### src/hdl/lpfr_pkg.sv
package lpfr_pkg;

	localparam int FRAME_BUFFER_BYTES_DEF = 1024;

	localparam int MAX_PAYLOAD_W = 10;
	localparam int LIMIT_W       = 8;
	localparam int CFG_DATA_W    = 10;
	localparam int CFG_INDEX_W   = 2;
	localparam int POS_W         = 10;
	localparam int LEN_W         = 16;
	localparam int CNT_W         = 8;
	localparam int IN_DATA_W     = 16;
	localparam int OUT_DATA_W    = 64;

	localparam logic [CFG_INDEX_W-1:0] REG_MAX_PAYLOAD       = 2'd0;
	localparam logic [CFG_INDEX_W-1:0] REG_RX_ERROR_LIMIT    = 2'd1;
	localparam logic [CFG_INDEX_W-1:0] REG_PARSE_ERROR_LIMIT = 2'd2;

	localparam logic [MAX_PAYLOAD_W-1:0] MAX_PAYLOAD_RST = 10'd1021;
	localparam logic [LIMIT_W-1:0]       ERROR_LIMIT_RST = 8'd5;
	localparam logic [CNT_W-1:0]         COUNT_MAX       = 8'd255;

	localparam logic [1:0] MODE_BYTE    = 2'd0;
	localparam logic [1:0] MODE_VERDICT = 2'd1;
	localparam logic [1:0] MODE_RX_ERR  = 2'd2;
	localparam logic [1:0] MODE_RX_OK   = 2'd3;

	localparam logic [1:0] PH_HEADER  = 2'd0;
	localparam logic [1:0] PH_LEN_HI  = 2'd1;
	localparam logic [1:0] PH_LEN_LO  = 2'd2;
	localparam logic [1:0] PH_PAYLOAD = 2'd3;

	typedef struct packed {
		logic [1:0]       phase;
		logic [7:0]       header;
		logic [7:0]       len_hi;
		logic [LEN_W-1:0] len;
		logic [LEN_W-1:0] remaining;
		logic [POS_W-1:0] position;
	} frm_t;

	typedef struct packed {
		logic rx_inc;
		logic rx_clr;
		logic pe_inc;
		logic pe_clr;
	} err_req_t;

	typedef struct packed {
		logic [7:0]       out_byte;
		logic             byte_valid;
		logic [POS_W-1:0] byte_position;
		logic             frame_end;
		logic             length_error;
	} beat_res_t;

endpackage

### src/hdl/lpfr_err_ctr.sv
module lpfr_err_ctr
	import lpfr_pkg::*;
(
	input  logic               clk,
	input  logic               arst_n,
	input  logic               en,
	input  logic               inc,
	input  logic               clr,
	input  logic [LIMIT_W-1:0] limit,
	output logic [CNT_W-1:0]   count_d,
	output logic               trip
);

	logic [CNT_W-1:0] count_q;

	always_comb begin
		count_d = count_q;
		if (clr) begin
			count_d = '0;
		end else if (inc && count_q != COUNT_MAX) begin
			count_d = count_q + CNT_W'(1);
		end
	end

	assign trip = en && inc && (count_d >= limit);

	always_ff @(posedge clk or negedge arst_n) begin
		if (!arst_n) begin
			count_q <= '0;
		end else if (en) begin
			count_q <= count_d;
		end
	end

endmodule

### src/hdl/lpfr_step.sv
module lpfr_step
	import lpfr_pkg::*;
#(
	parameter int FrameBufferBytes = FRAME_BUFFER_BYTES_DEF
) (
	input  logic                     active,
	input  logic [1:0]               mode,
	input  logic [7:0]               in_byte,
	input  logic                     decode_ok,
	input  logic [MAX_PAYLOAD_W-1:0] max_payload,
	input  frm_t                     frm_q,
	output frm_t                     frm_d,
	output beat_res_t                res,
	output err_req_t                 req
);

	localparam logic [LEN_W:0] BufLimit = (LEN_W+1)'(FrameBufferBytes - 3);

	logic [LEN_W-1:0] new_len;
	logic             len_ok;
	logic [LEN_W-1:0] rem_dec;

	assign new_len = {frm_q.len_hi, in_byte};
	assign len_ok  = (new_len <= LEN_W'(max_payload)) && ({1'b0, new_len} <= BufLimit);
	assign rem_dec = frm_q.remaining - LEN_W'(1);

	always_comb begin
		frm_d = frm_q;
		res   = '0;
		req   = '0;
		if (active) begin
			case (mode)
				MODE_BYTE: begin
					res.out_byte   = in_byte;
					res.byte_valid = 1'b1;
					case (frm_q.phase)
						PH_HEADER: begin
							frm_d.header   = in_byte;
							frm_d.len      = '0;
							frm_d.position = '0;
							frm_d.phase    = PH_LEN_HI;
						end
						PH_LEN_HI: begin
							frm_d.len_hi   = in_byte;
							frm_d.position = POS_W'(1);
							frm_d.phase    = PH_LEN_LO;
						end
						PH_LEN_LO: begin
							frm_d.len      = new_len;
							frm_d.position = POS_W'(2);
							if (new_len == '0) begin
								res.frame_end = 1'b1;
								frm_d.phase   = PH_HEADER;
							end else if (!len_ok) begin
								res.length_error = 1'b1;
								req.pe_inc       = 1'b1;
								frm_d.phase      = PH_HEADER;
							end else begin
								frm_d.remaining = new_len;
								frm_d.phase     = PH_PAYLOAD;
							end
						end
						default: begin
							frm_d.position  = frm_q.position + POS_W'(1);
							frm_d.remaining = rem_dec;
							if (rem_dec == '0) begin
								res.frame_end = 1'b1;
								frm_d.phase   = PH_HEADER;
							end
						end
					endcase
					res.byte_position = frm_d.position;
				end
				MODE_VERDICT: begin
					req.pe_clr = decode_ok;
					req.pe_inc = !decode_ok;
				end
				MODE_RX_ERR: begin
					req.rx_inc = 1'b1;
				end
				default: begin
					req.rx_clr = 1'b1;
				end
			endcase
		end
	end

endmodule

### src/hdl/length_prefixed_frame_receiver.sv
// the result beat is registered and shown in the cycle after its input beat is accepted
// throughput: one item per cycle while the output is not stalled; the single result register sets the rate
// each item is parsed in one pass between the frame state and the result register
// reset: arst_n clears frame state, error counters, fail-stop and the output valid,
// and loads the register defaults (max_payload 1021, both error limits 5)
module length_prefixed_frame_receiver
	import lpfr_pkg::*;
#(
	parameter int FrameBufferBytes = FRAME_BUFFER_BYTES_DEF
) (
	input  logic                   clk,
	input  logic                   arst_n,
	input  logic                   cfg_we,
	input  logic [CFG_INDEX_W-1:0] cfg_index,
	input  logic [CFG_DATA_W-1:0]  cfg_data,
	input  logic                   s_axis_tvalid,
	output logic                   s_axis_tready,
	// in_byte[7:0], decode_ok[8], zero[15:9]
	input  logic [IN_DATA_W-1:0]   s_axis_tdata,
	// mode[1:0]
	input  logic [1:0]             s_axis_tuser,
	output logic                   m_axis_tvalid,
	input  logic                   m_axis_tready,
	// out_byte[7:0], byte_position[17:8], header_value[25:18], payload_length[41:26],
	// length_error[42], rx_errors[50:43], parse_errors[58:51], fail_stop[59], zero[63:60]
	output logic [OUT_DATA_W-1:0]  m_axis_tdata,
	// byte_valid[0]
	output logic                   m_axis_tuser,
	// frame_end
	output logic                   m_axis_tlast
);

	logic [MAX_PAYLOAD_W-1:0] max_payload_q;
	logic [LIMIT_W-1:0]       rx_limit_q;
	logic [LIMIT_W-1:0]       pe_limit_q;

	frm_t      frm_q, frm_d;
	beat_res_t res;
	err_req_t  req;
	logic      stopped_q, stopped_d;
	logic      accept, active;
	logic [CNT_W-1:0] rx_cnt_d, pe_cnt_d;
	logic      rx_trip, pe_trip;
	logic      m_valid_q;
	logic [OUT_DATA_W-1:0] tdata_q;
	logic      tuser_q, tlast_q;

	always_ff @(posedge clk or negedge arst_n) begin
		if (!arst_n) begin
			max_payload_q <= MAX_PAYLOAD_RST;
			rx_limit_q    <= ERROR_LIMIT_RST;
			pe_limit_q    <= ERROR_LIMIT_RST;
		end else if (cfg_we) begin
			case (cfg_index)
				REG_MAX_PAYLOAD:       max_payload_q <= cfg_data;
				REG_RX_ERROR_LIMIT:    rx_limit_q    <= cfg_data[LIMIT_W-1:0];
				REG_PARSE_ERROR_LIMIT: pe_limit_q    <= cfg_data[LIMIT_W-1:0];
				default: ;
			endcase
		end
	end

	assign s_axis_tready = !m_valid_q || m_axis_tready;
	assign accept        = s_axis_tvalid && s_axis_tready;
	assign active        = accept && !stopped_q;

	lpfr_step #(
		.FrameBufferBytes(FrameBufferBytes)
	) u_step (
		.active     (active),
		.mode       (s_axis_tuser),
		.in_byte    (s_axis_tdata[7:0]),
		.decode_ok  (s_axis_tdata[8]),
		.max_payload(max_payload_q),
		.frm_q      (frm_q),
		.frm_d      (frm_d),
		.res        (res),
		.req        (req)
	);

	lpfr_err_ctr u_rx_ctr (
		.clk    (clk),
		.arst_n (arst_n),
		.en     (active),
		.inc    (req.rx_inc),
		.clr    (req.rx_clr),
		.limit  (rx_limit_q),
		.count_d(rx_cnt_d),
		.trip   (rx_trip)
	);

	lpfr_err_ctr u_pe_ctr (
		.clk    (clk),
		.arst_n (arst_n),
		.en     (active),
		.inc    (req.pe_inc),
		.clr    (req.pe_clr),
		.limit  (pe_limit_q),
		.count_d(pe_cnt_d),
		.trip   (pe_trip)
	);

	assign stopped_d = stopped_q || rx_trip || pe_trip;

	always_ff @(posedge clk or negedge arst_n) begin
		if (!arst_n) begin
			frm_q     <= '0;
			stopped_q <= 1'b0;
		end else if (active) begin
			frm_q     <= frm_d;
			stopped_q <= stopped_d;
		end
	end

	always_ff @(posedge clk or negedge arst_n) begin
		if (!arst_n) begin
			m_valid_q <= 1'b0;
		end else if (accept) begin
			m_valid_q <= 1'b1;
		end else if (m_axis_tready) begin
			m_valid_q <= 1'b0;
		end
	end

	always_ff @(posedge clk) begin
		if (accept) begin
			tdata_q <= {4'b0, stopped_d, pe_cnt_d, rx_cnt_d, res.length_error,
				frm_d.len, frm_d.header, res.byte_position, res.out_byte};
			tuser_q <= res.byte_valid;
			tlast_q <= res.frame_end;
		end
	end

	assign m_axis_tvalid = m_valid_q;
	assign m_axis_tdata  = tdata_q;
	assign m_axis_tuser  = tuser_q;
	assign m_axis_tlast  = tlast_q;

	a_stop_sticky: assert property (@(posedge clk) disable iff (!arst_n)
		!$fell(stopped_q))
		else $error("fail-stop cleared");

	a_frozen: assert property (@(posedge clk) disable iff (!arst_n)
		stopped_q |=> $stable(frm_q))
		else $error("frame state moved after fail-stop");

	a_ready_when_empty: assert property (@(posedge clk) disable iff (!arst_n)
		!m_valid_q |-> s_axis_tready)
		else $error("input stalled with empty result register");

	a_last_is_byte: assert property (@(posedge clk) disable iff (!arst_n)
		m_axis_tvalid && m_axis_tlast |-> m_axis_tuser)
		else $error("frame end on a non-byte result");

endmodule

### config.mk
export PLATFORM = sky130hd
export DESIGN_NAME = length_prefixed_frame_receiver
export DESIGN_NICKNAME = d
export VERILOG_FILES = /design/src/hdl/lpfr_pkg.sv /design/src/hdl/lpfr_err_ctr.sv /design/src/hdl/lpfr_step.sv /design/src/hdl/length_prefixed_frame_receiver.sv
export SDC_FILE = /design/constraint.sdc
export NUM_CORES = 1
export LEC_CHECK = 0
export ABC_AREA = 1
export BUFFER_PORTS_ARGS = -buffer_cell sky130_fd_sc_hd__clkbuf_2
export CORE_MARGIN = 2
export CORE_UTILIZATION = 40
export DETAILED_ROUTE_END_ITERATION = 16
export PLACE_DENSITY = 0.6
export SYNTH_ARGS = -nofsm -noshare
export SYNTH_HDL_FRONTEND = slang
export SYNTH_SLANG_ARGS = --single-unit
### constraint.sdc
create_clock -name clk -period 8.2 [get_ports clk]
set_clock_uncertainty 0.05 [all_clocks]
set_input_delay 1.23 -clock clk [delete_from_list [all_inputs] [get_ports clk]]
set_output_delay 1.23 -clock clk [all_outputs]
set_load 0.01 [all_outputs]
# Word-level counts from Yosys, hierarchy flattened
# Index checks and enable logic that the tools add are counted.
[word_totals]
register_bits = 166
inputBits = 35
wordCells = 98
[op_classes]
n_addsub = 4
order_cmp = 4
eq_ne = 10
muxes = 31
n_bitwise = 1
n_reduce_logical = 31
[op_table]
columns = ["operator", "n"]
rows = [
  ["2-to-1 mux 58 bit", 2],
  ["case mux 16 bit (2 select lines)", 2],
  ["2-to-1 mux 8 bit", 6],
  ["logical NOT 16 bit", 2],
  ["2-to-1 mux 16 bit", 2],
  ["case mux 10 bit (3 select lines)", 1],
  ["adder 8 x 1 -> 8 bit, second input constant", 2],
  ["greater-or-equal comparator 8 bit", 2],
  ["less-or-equal comparator 16 x 10 -> 1 bit", 1],
  ["less-or-equal comparator 16 x 10 -> 1 bit, second input constant", 1],
  ["!= test 8 bit, second input constant", 2],
  ["subtractor 16 x 1 -> 16 bit, second input constant", 1],
  ["2-to-1 mux 13 bit", 1],
  ["adder 10 x 1 -> 10 bit, second input constant", 1],
  ["2-to-1 mux 1 bit", 10],
  ["logical AND 1 bit", 9],
  ["AND reduction 2 bit", 4],
  ["equality test 2 x 1 -> 1 bit, second input constant", 3],
  ["equality test 2 bit, second input constant", 3],
  ["logical NOT 2 bit", 3],
  ["2-to-1 mux 2 bit", 3],
  ["case mux 2 bit (3 select lines)", 1],
  ["AND reduction 3 bit", 2],
  ["AND reduction 5 bit", 1],
  ["other kinds (11)", 16],
]

# Logic depth before layout (Yosys ltp)
# Gate-level depths: netlist of the first run.
[logic_depth]
word_depth = 14
ltp_mapped = 26

# Hierarchy
# From an unflattened synthesis of the first run, not the netlist that was laid out.
[hier_totals]
cells_unflattened = 1201
area_unflattened_um2 = 9593.0
[by_module_without_submodules]
columns = ["module", "instances", "cells_per_inst", "area_each_um2", "seq_area_each_um2"]
rows = [
  ["length_prefixed_frame_receiver", 1, 442, 5451.5, 4080.2],
  ["lpfr_step", 1, 489, 2362.3, 0.0],
  ["lpfr_err_ctr", 2, 135, 889.6, 200.2],
]

# Worst setup path after synthesis of the first run
# No wires, ideal clock.
[synth_path]
path_type = "input-to-reg"
start = "input s_axis_tdata[7]"
end = "register tdata_q[59], in the netlist m_axis_tdata[59] (data pin)"
setup_ns = 0.257
arrival_ns = 3.244
required_ns = 7.893
path_slack_ns = 4.649
path_stages = 20
cell_sequence = "ha_1 > a21o_1 > nor2_1 > nand2_1 > nand2_1 > nand2_1 > nand2_1 > nand2_2 > nand2_2 > nand2_4 > nand2_4 > nand2_1 > a21oi_1 > ha_1 > a21oi_1 > o21ai_0 > nand2_1 > o2111ai_1 > nand2_1 > nand2_1"
[synth_between]
elab_chain_cells = 13
elab_cells_between_ends = 16
cone_classes = "order compare (3); mux (7); reduce/logical (6)"
[synth_rtl]
columns = ["element", "line_no", "text"]
rows = [
  ["start, declared", "length_prefixed_frame_receiver.sv:19", "input logic [IN_DATA_W-1:0] s_axis_tdata,"],
  ["less-or-equal comparator 16 x 10 -> 1 bit", "lpfr_step.sv:24", "assign len_ok = (new_len <= LEN_W'(max_payload)) && ({1'b0, new_len} <= BufLimit);"],
  ["logical AND 1 bit", "lpfr_step.sv:24", ""],
  ["2-to-1 mux 1 bit", "lpfr_step.sv:54", "end else if (!len_ok) begin"],
  ["2-to-1 mux 1 bit *", "lpfr_step.sv:51", "if (new_len == '0) begin"],
  ["2-to-1 mux 1 bit *", "lpfr_step.sv:36", "case (frm_q.phase)"],
  ["case mux 1 bit (2 select lines) *", "lpfr_step.sv:32", "case (mode)"],
  ["2-to-1 mux 4 bit *", "lpfr_step.sv:31", "if (active) begin"],
  ["logical AND 1 bit *", "lpfr_err_ctr.sv:20", "end else if (inc && count_q != COUNT_MAX) begin"],
  ["2-to-1 mux 8 bit *", "lpfr_err_ctr.sv:20", ""],
  ["2-to-1 mux 8 bit *", "lpfr_err_ctr.sv:18", "if (clr) begin"],
  ["via pe_cnt_d[3]", "length_prefixed_frame_receiver.sv:42", "logic [CNT_W-1:0] rx_cnt_d, pe_cnt_d;"],
  ["greater-or-equal comparator 8 bit *", "lpfr_err_ctr.sv:25", "assign trip = en && inc && (count_d >= limit);"],
  ["logical AND 1 bit *", "lpfr_err_ctr.sv:25", ""],
  ["logical OR 1 bit *", "length_prefixed_frame_receiver.sv:103", "assign stopped_d = stopped_q || rx_trip || pe_trip;"],
  ["via stopped_d", "length_prefixed_frame_receiver.sv:40", "logic stopped_q, stopped_d;"],
  ["end signal, assigned", "length_prefixed_frame_receiver.sv:127", "tdata_q <= {4'b0, stopped_d, pe_cnt_d, rx_cnt_d, res.length_error,"],
  ["end, declared", "length_prefixed_frame_receiver.sv:45", "logic [OUT_DATA_W-1:0] tdata_q;"],
]
# The timed path passes the listed nets; every way through them passes the cells marked *.
# A chain may end at the register's enable or synchronous reset.

==> flow_summary.toml, run 1 <==
[outcome]
status = "complete, no violations"

[sta]
finalSetupViolations = 0
worst_pin_slew_ps = 812
rsz0062_at_grt = "false"
relSlewSlack = 0.459
hold_viol_final = 0
finalCriticalPeriod_ps = 3790
setup_tns_ps = 0
slew_violations = 0
period_share = 0.462
finalWorstSetupSlack_ps = 4410
max_freq_ghz = 0.264

[yosys]
synthTopCellsByCount = "186 x nand2_1, 111 x inv_1, 102 x o21ai_0, 91 x dfrtp_1, 72 x nor2_1"
synth.top_cell.area_share = 0.283
synth-seq-cells = 166
ys_top_cells_by_area = "dfrtp_1 28%, edfxtp_1 23%, nand2_1 8.7%, o21ai_0 6.3%, inv_1 5.2%"
synth-main-ff-cell = "dfrtp_1"
yosysMostFrequentCell = "nand2_1"
yosys_warnings = 0
synth_seq_area_share = 0.556
syn_inst = 874
ys_types = 45
async_flop_share = 0.627
synth_area_um2 = 8060
syn_area_per_cell_um2 = 9.22
synth_top_area_cell = "dfrtp_1"
synth_edf_count = 62

[power]
switchingPower_w = 0.000900
peakVddDrop_v = 0.000175
internal_power_w = 0.00184
power.share.sequential = 0.447
p_per_area_nw_per_um2 = 292
totalPowerFinal_w = 0.00274
power_leakage_nw = 4.41
switching_share = 0.328
combPwrFrac = 0.237
p_clk_frac = 0.316

[global_routing]
grt_max_degree = 63
grt.overflow.total = 0
grt_use_total = 0.165
antenna_found_initial = 2
grt_pass1_wl_mm = 28.0
grt_pass1_vias = 5497

[setup_path]
crit_buf_inv = 3
crit_fanout = 42
cp.arrival_ps = 3860
critPathTopFamily = "simple AND/OR/NAND/NOR gates"
crit_required_ps = 8270
worstPathCellList = "clkbuf_2, inv_1, nand2_2, nand2_2, nor2_4, nand2_2, clkinv_1, nand3_1, o21ai_0"
crit_path_max_incr_delay_ps = 720
startpoint = "m_axis_tready"
rrSetupSlack_ps = 4880
cp_num_cells = 9
worstSetupStartpointType = "input pin"
timing_worst_setup_path_type = "input pin to register"
crit_top_cell = "nand2_2"
r2r_cells = 24
slowest_stage = "nand3_1"
reg2reg_from = "max_payload_q[3]"
worstReg2RegEnd = "m_axis_tdata[59]"
endpoint_kind = "register"
crit_end = "m_axis_tdata[19]"

[cts]
cts_sinks = 166
cts-root-buf = "clkbuf_16"
cts_max_level = 4
clkTransAtPathRegs_ps = 60
numCtsBuffers = 17
cts_hold_buf = 0
clock_path_buffers = 2
cts_resized = 0
cts_tree = "yes"
cts_setup_buffers = 0
insertion_delay_ps = 430

[die]
rows = 51
die_w_um = 146
start_util = 0.411
die_h_um = 146
dieArea_um2 = 21300
coreArea_um2 = 19600
ioPinCount = 103

[route]
wl_per_cell_um = 13.6
firstDrtPassIters = 5
initialDrtViolationCount = 384
drc = 0
viasPerCell = 4.79
finalWirelength_mm = 16.9
vias = 5959
drtAntennaViolNets = 0

[place]
post-dp-hpwl_mm = 12.0
place_inst = 1211
gp_congestion = 0.809
place_ws_ps = 3940
io_buffers = 91

[cells_and_area]
fin_util = 0.479
drive_gt1_frac = 0.177
syn_to_final_growth_pct = 16.6
fin_nets = 1031
stdcell_count = 1244

[job]
drv_cap = 0

[worst_hold_path]
hold_path_class = "register to register"
[state kept, by name (all words and copies together), names as in the netlist]
register          cells
frm_q                60
m_axis_tdata         60
m_axis_tlast          1
m_axis_tuser          1
m_axis_tvalid         1
max_payload_q        10
pe_limit_q            8
rx_limit_q            8
stopped_q             1
u_pe_ctr.count_q      8
u_rx_ctr.count_q      8
[worst min-delay path, delay by kind of cell (launching register included)]
| family | cells | cell delay, ps |
|---|---|---|
| DFF | 1 | 320 |
| AOI/OAI and AO/OA | 1 | 60 |
| and+or+nand+nor | 1 | 50 |
[worst min-delay path by stage]
stage | from | end | slack, ps | cells after the start
2_1_floorplan | frm_q[50] | frm_q[50] | 390 | 2
3_3_place_gp | frm_q[51] | frm_q[51] | 410 | 2
3_5_place_dp | frm_q[52] | frm_q[52] | 410 | 2
4_1_cts | frm_q[52] | frm_q[52] | 430 | 2
5_1_grt | frm_q[52] | frm_q[52] | 450 | 2
6_report | frm_q[50] | frm_q[50] | 420 | 2
[power groups by stage]
| stage | clock network (W) | logic, W | registers, W |
|---|---|---|---|
| after global placement | 0 | 0.000644 | 0.00124 |
| after detailed placement | 0 | 0.000657 | 0.00124 |
| after floorplan | 0 | 0.000474 | 0.00122 |
| final | 0.000866 | 0.000651 | 0.00123 |
| after CTS | 0.000883 | 0.000660 | 0.00123 |
| after global routing | 0.000918 | 0.000768 | 0.00125 |
[placed cells by master (no fill, tap or decap), drive strengths merged, types with 5 or more instances in the layout]
cell type,n
o31ai,7
buf,5
ha,31
nand2,196
nor2,80
o21ai,102
clkbuf,107
a21oi,46
xor2,15
xnor2,5
inv,119
o22ai,6
clkinv,5
dfstp,13
nand3,38
nor3,11
nand4,13
edfxtp,62
dfrtp,91
[final cells by class]
cell class / instances / area (µm²)
fillers: 1880 / 10200
multi-input cells: 571 / 3020
inverters: 114 / 428
clock buffers: 17 / 425
well taps: 265 / 332
diodes: 1 / 2.50
flip-flops and latches: 166 / 4480
clock inverters: 15 / 211
repair buffers: 95 / 488
[stage by stage]
step,instance area [µm²],hold slack (ps)
after floorplan,8070,393
after global routing,9390,449
after global placement,8750,407
final,9390,423
after detailed placement,8750,414
after CTS,9390,431
[routing by layer]
metal	part of all wire	GRT usage	vias up
li1	-	-	3068
met1	0.51	0.247	2741
met2	0.43	0.236	127
met3	0.049	0.0439	21
met4	0.012	0.0471	2
met5	0.00077	0	-
[cells by family (layout without fill, tap and decap cells)]
kind of cell               after synthesis  in the layout  synth area share
buffers and inverters                  140            241            0.0702
other                                    1              5          0.000465
DFF                                    166            166             0.556
AOI/OAI and AO/OA                      168            168             0.113
adders and majority gates               31             31            0.0481
and+or+nand+nor                        348            348             0.191
xor gates and xnor gates                20             20            0.0217
No activity file was read; power rests on OpenSTA's default activity.
==> run 2, diff against run 1 <==
==> constraint.sdc (replaced) <==
create_clock -name clk -period 3.78 [get_ports clk]
set_clock_uncertainty 0.05 [all_clocks]
set_input_delay 0.567 -clock clk [delete_from_list [all_inputs] [get_ports clk]]
set_output_delay 0.567 -clock clk [all_outputs]
set_load 0.01 [all_outputs]
==> flow_summary.toml, run 2 (synthesis results as in run 1) <==
[die]
start_util = 0.411
die_w_um = 146
dieArea_um2 = 21300
coreArea_um2 = 19600
ioPinCount = 103
die_h_um = 146
rows = 51

[cells_and_area]
layout_commonest_cell = "nand2_1"
nFillCells = 1900
drive_gt1_frac = 0.183
final_cell_mix = "186 x nand2_1, 110 x inv_1, 102 x o21ai_0"
syn_to_final_growth_pct = 16.4
fin_util = 0.479
diodes = 0
design_area_um2 = 9380
fin_nets = 1037

[sta]
finalSetupViolations = 0
setup_tns_ps = 0
rsz0062_at_grt = "false"
period_share = 0.871
relSlewSlack = 0.487
worst_pin_slew_ps = 768
hold_viol_final = 0
slew_violations = 0
max_freq_ghz = 0.304
finalCriticalPeriod_ps = 3290

[cts]
numCtsBuffers = 17
cts_max_level = 4
cts-root-buf = "clkbuf_16"
cts_tree = "yes"
cts_resized = 0
insertion_delay_ps = 430
clkTransAtPathRegs_ps = 70
cts_setup_buffers = 0
cts_sinks = 166
cts_hold_buf = 0
clock_path_buffers = 2

[setup_path]
crit_fanout = 10
slowest_stage = "dfstp_2"
r2r_cells = 22
rrSetupSlack_ps = 490
cp.arrival_ps = 3420
crit_top_cell = "nand2_1"
endpoint_kind = "register"
crit_required_ps = 3910
timing_worst_setup_path_type = "register to register"
worstPathCellList = "inv_1, ha_1, a21oi_1, nor2_1, nor2_1, nand2_1, nand2_1, nand2_1, nand2_1, nand2_2, nand2_2, nand2_4, nand2_4, nand2_1, a21oi_1, ha_1, a21oi_1, o21ai_0, nand2_1, o2111ai_1, nand2_1, nand2_1"
crit_path_max_incr_delay_ps = 530
worstReg2RegEnd = "m_axis_tdata[59]"
worstSetupStartpointType = "register"
reg2reg_from = "max_payload_q[5]"

[route]
viasPerCell = 4.87
initialDrtViolationCount = 384
wl_per_cell_um = 13.9
firstDrtPassIters = 5
drc = 0
drtAntennaViolNets = 0
vias = 6087
finalWirelength_mm = 17.3

[place]
place_area_um2 = 8810
post-dp-hpwl_mm = 12.4
gp_congestion = 0.813
io_buffers = 91

[global_routing]
grt_use_total = 0.169
grt.overflow.total = 0
antenna_found_initial = 1
grt_pass1_vias = 5691
grt_pass1_wl_mm = 28.8
grt_max_degree = 54

[power]
p_per_area_nw_per_um2 = 613
peakVddDrop_v = 0.000310
power_leakage_nw = 4.40

[job]
drv_cap = 0

[outcome]
status = "complete, no violations"

[worst_hold_path]
hold_path_class = "input pin to asynchronous set/reset pin"
==> run 2: cell count changes in the layout (fill, tap and decap cells not counted), sizes merged <==
| cell | change |
|---|---|
| buf | +6 |
| clkinv | +1 |
| clkinvlp | +3 |
| bufinv | -4 |
| diode | -1 |
==> run 2: area by class of cell <==
class | instances | area, µm² | area share
Clock buffer | 17 | 425 | 0.0454
Clock inverter | 15 | 140 | 0.0149
Inverter | 114 | 428 | 0.0456
Tap cell | 265 | 332 | 0.0354
Sequential cell | 166 | 4480 | 0.478
Multi-Input combinational cell | 571 | 3020 | 0.323
Timing Repair Buffer | 101 | 546 | 0.0582
==> run 2: power breakdown <==
| part | switching [W] | internal (W) | total, W |
|---|---|---|---|
| clock | 0.000780 | 0.000869 | 0.00165 |
| combinational | 0.000943 | 0.000518 | 0.00146 |
| sequential | 0.000265 | 0.00237 | 0.00264 |
| total | 0.00199 | 0.00376 | 0.00575 |
==> run 2: how the worst max path moves through the flow <==
stage,startpoint,end,slack [ps],cells after the start
floorplan,s_axis_tdata[7],m_axis_tdata[59],890,20
CTS,max_payload_q[5],m_axis_tdata[59],430,22
detailed placement,s_axis_tdata[7],m_axis_tdata[59],290,21
global route,max_payload_q[3],m_axis_tdata[59],160,24
global placement,s_axis_tdata[7],m_axis_tdata[59],270,21
finish,max_payload_q[5],m_axis_tdata[59],490,22
==> run 2: layer usage <==
metal / up-vias / global-route usage / part of all wire
met5: - / 0 / 0.00092
met4: 2 / 0.0500 / 0.013
met3: 17 / 0.0439 / 0.046
met2: 128 / 0.249 / 0.44
met1: 2859 / 0.245 / 0.50
li1: 3081 / - / -
==> run 2: through the flow <==
stage,setup slack [ps],power [W],instances,hold slack [ps]
2_1_floorplan,892,0.00368,877,221
3_3_place_gp,273,0.00410,1217,407
3_5_place_dp,294,0.00414,1217,414
4_1_cts,425,0.00581,1249,158
5_1_grt,157,0.00618,1249,179
6_report,486,0.00575,1249,129
==> run 2: critical path: cells and delay by family, from the launching register on <==
family | cells | cell delay (ps)
simple gates | 14 | 1160
buf+inv | 1 | 40
compound gates | 5 | 710
fa+ha+maj | 2 | 570
flops | 1 | 530
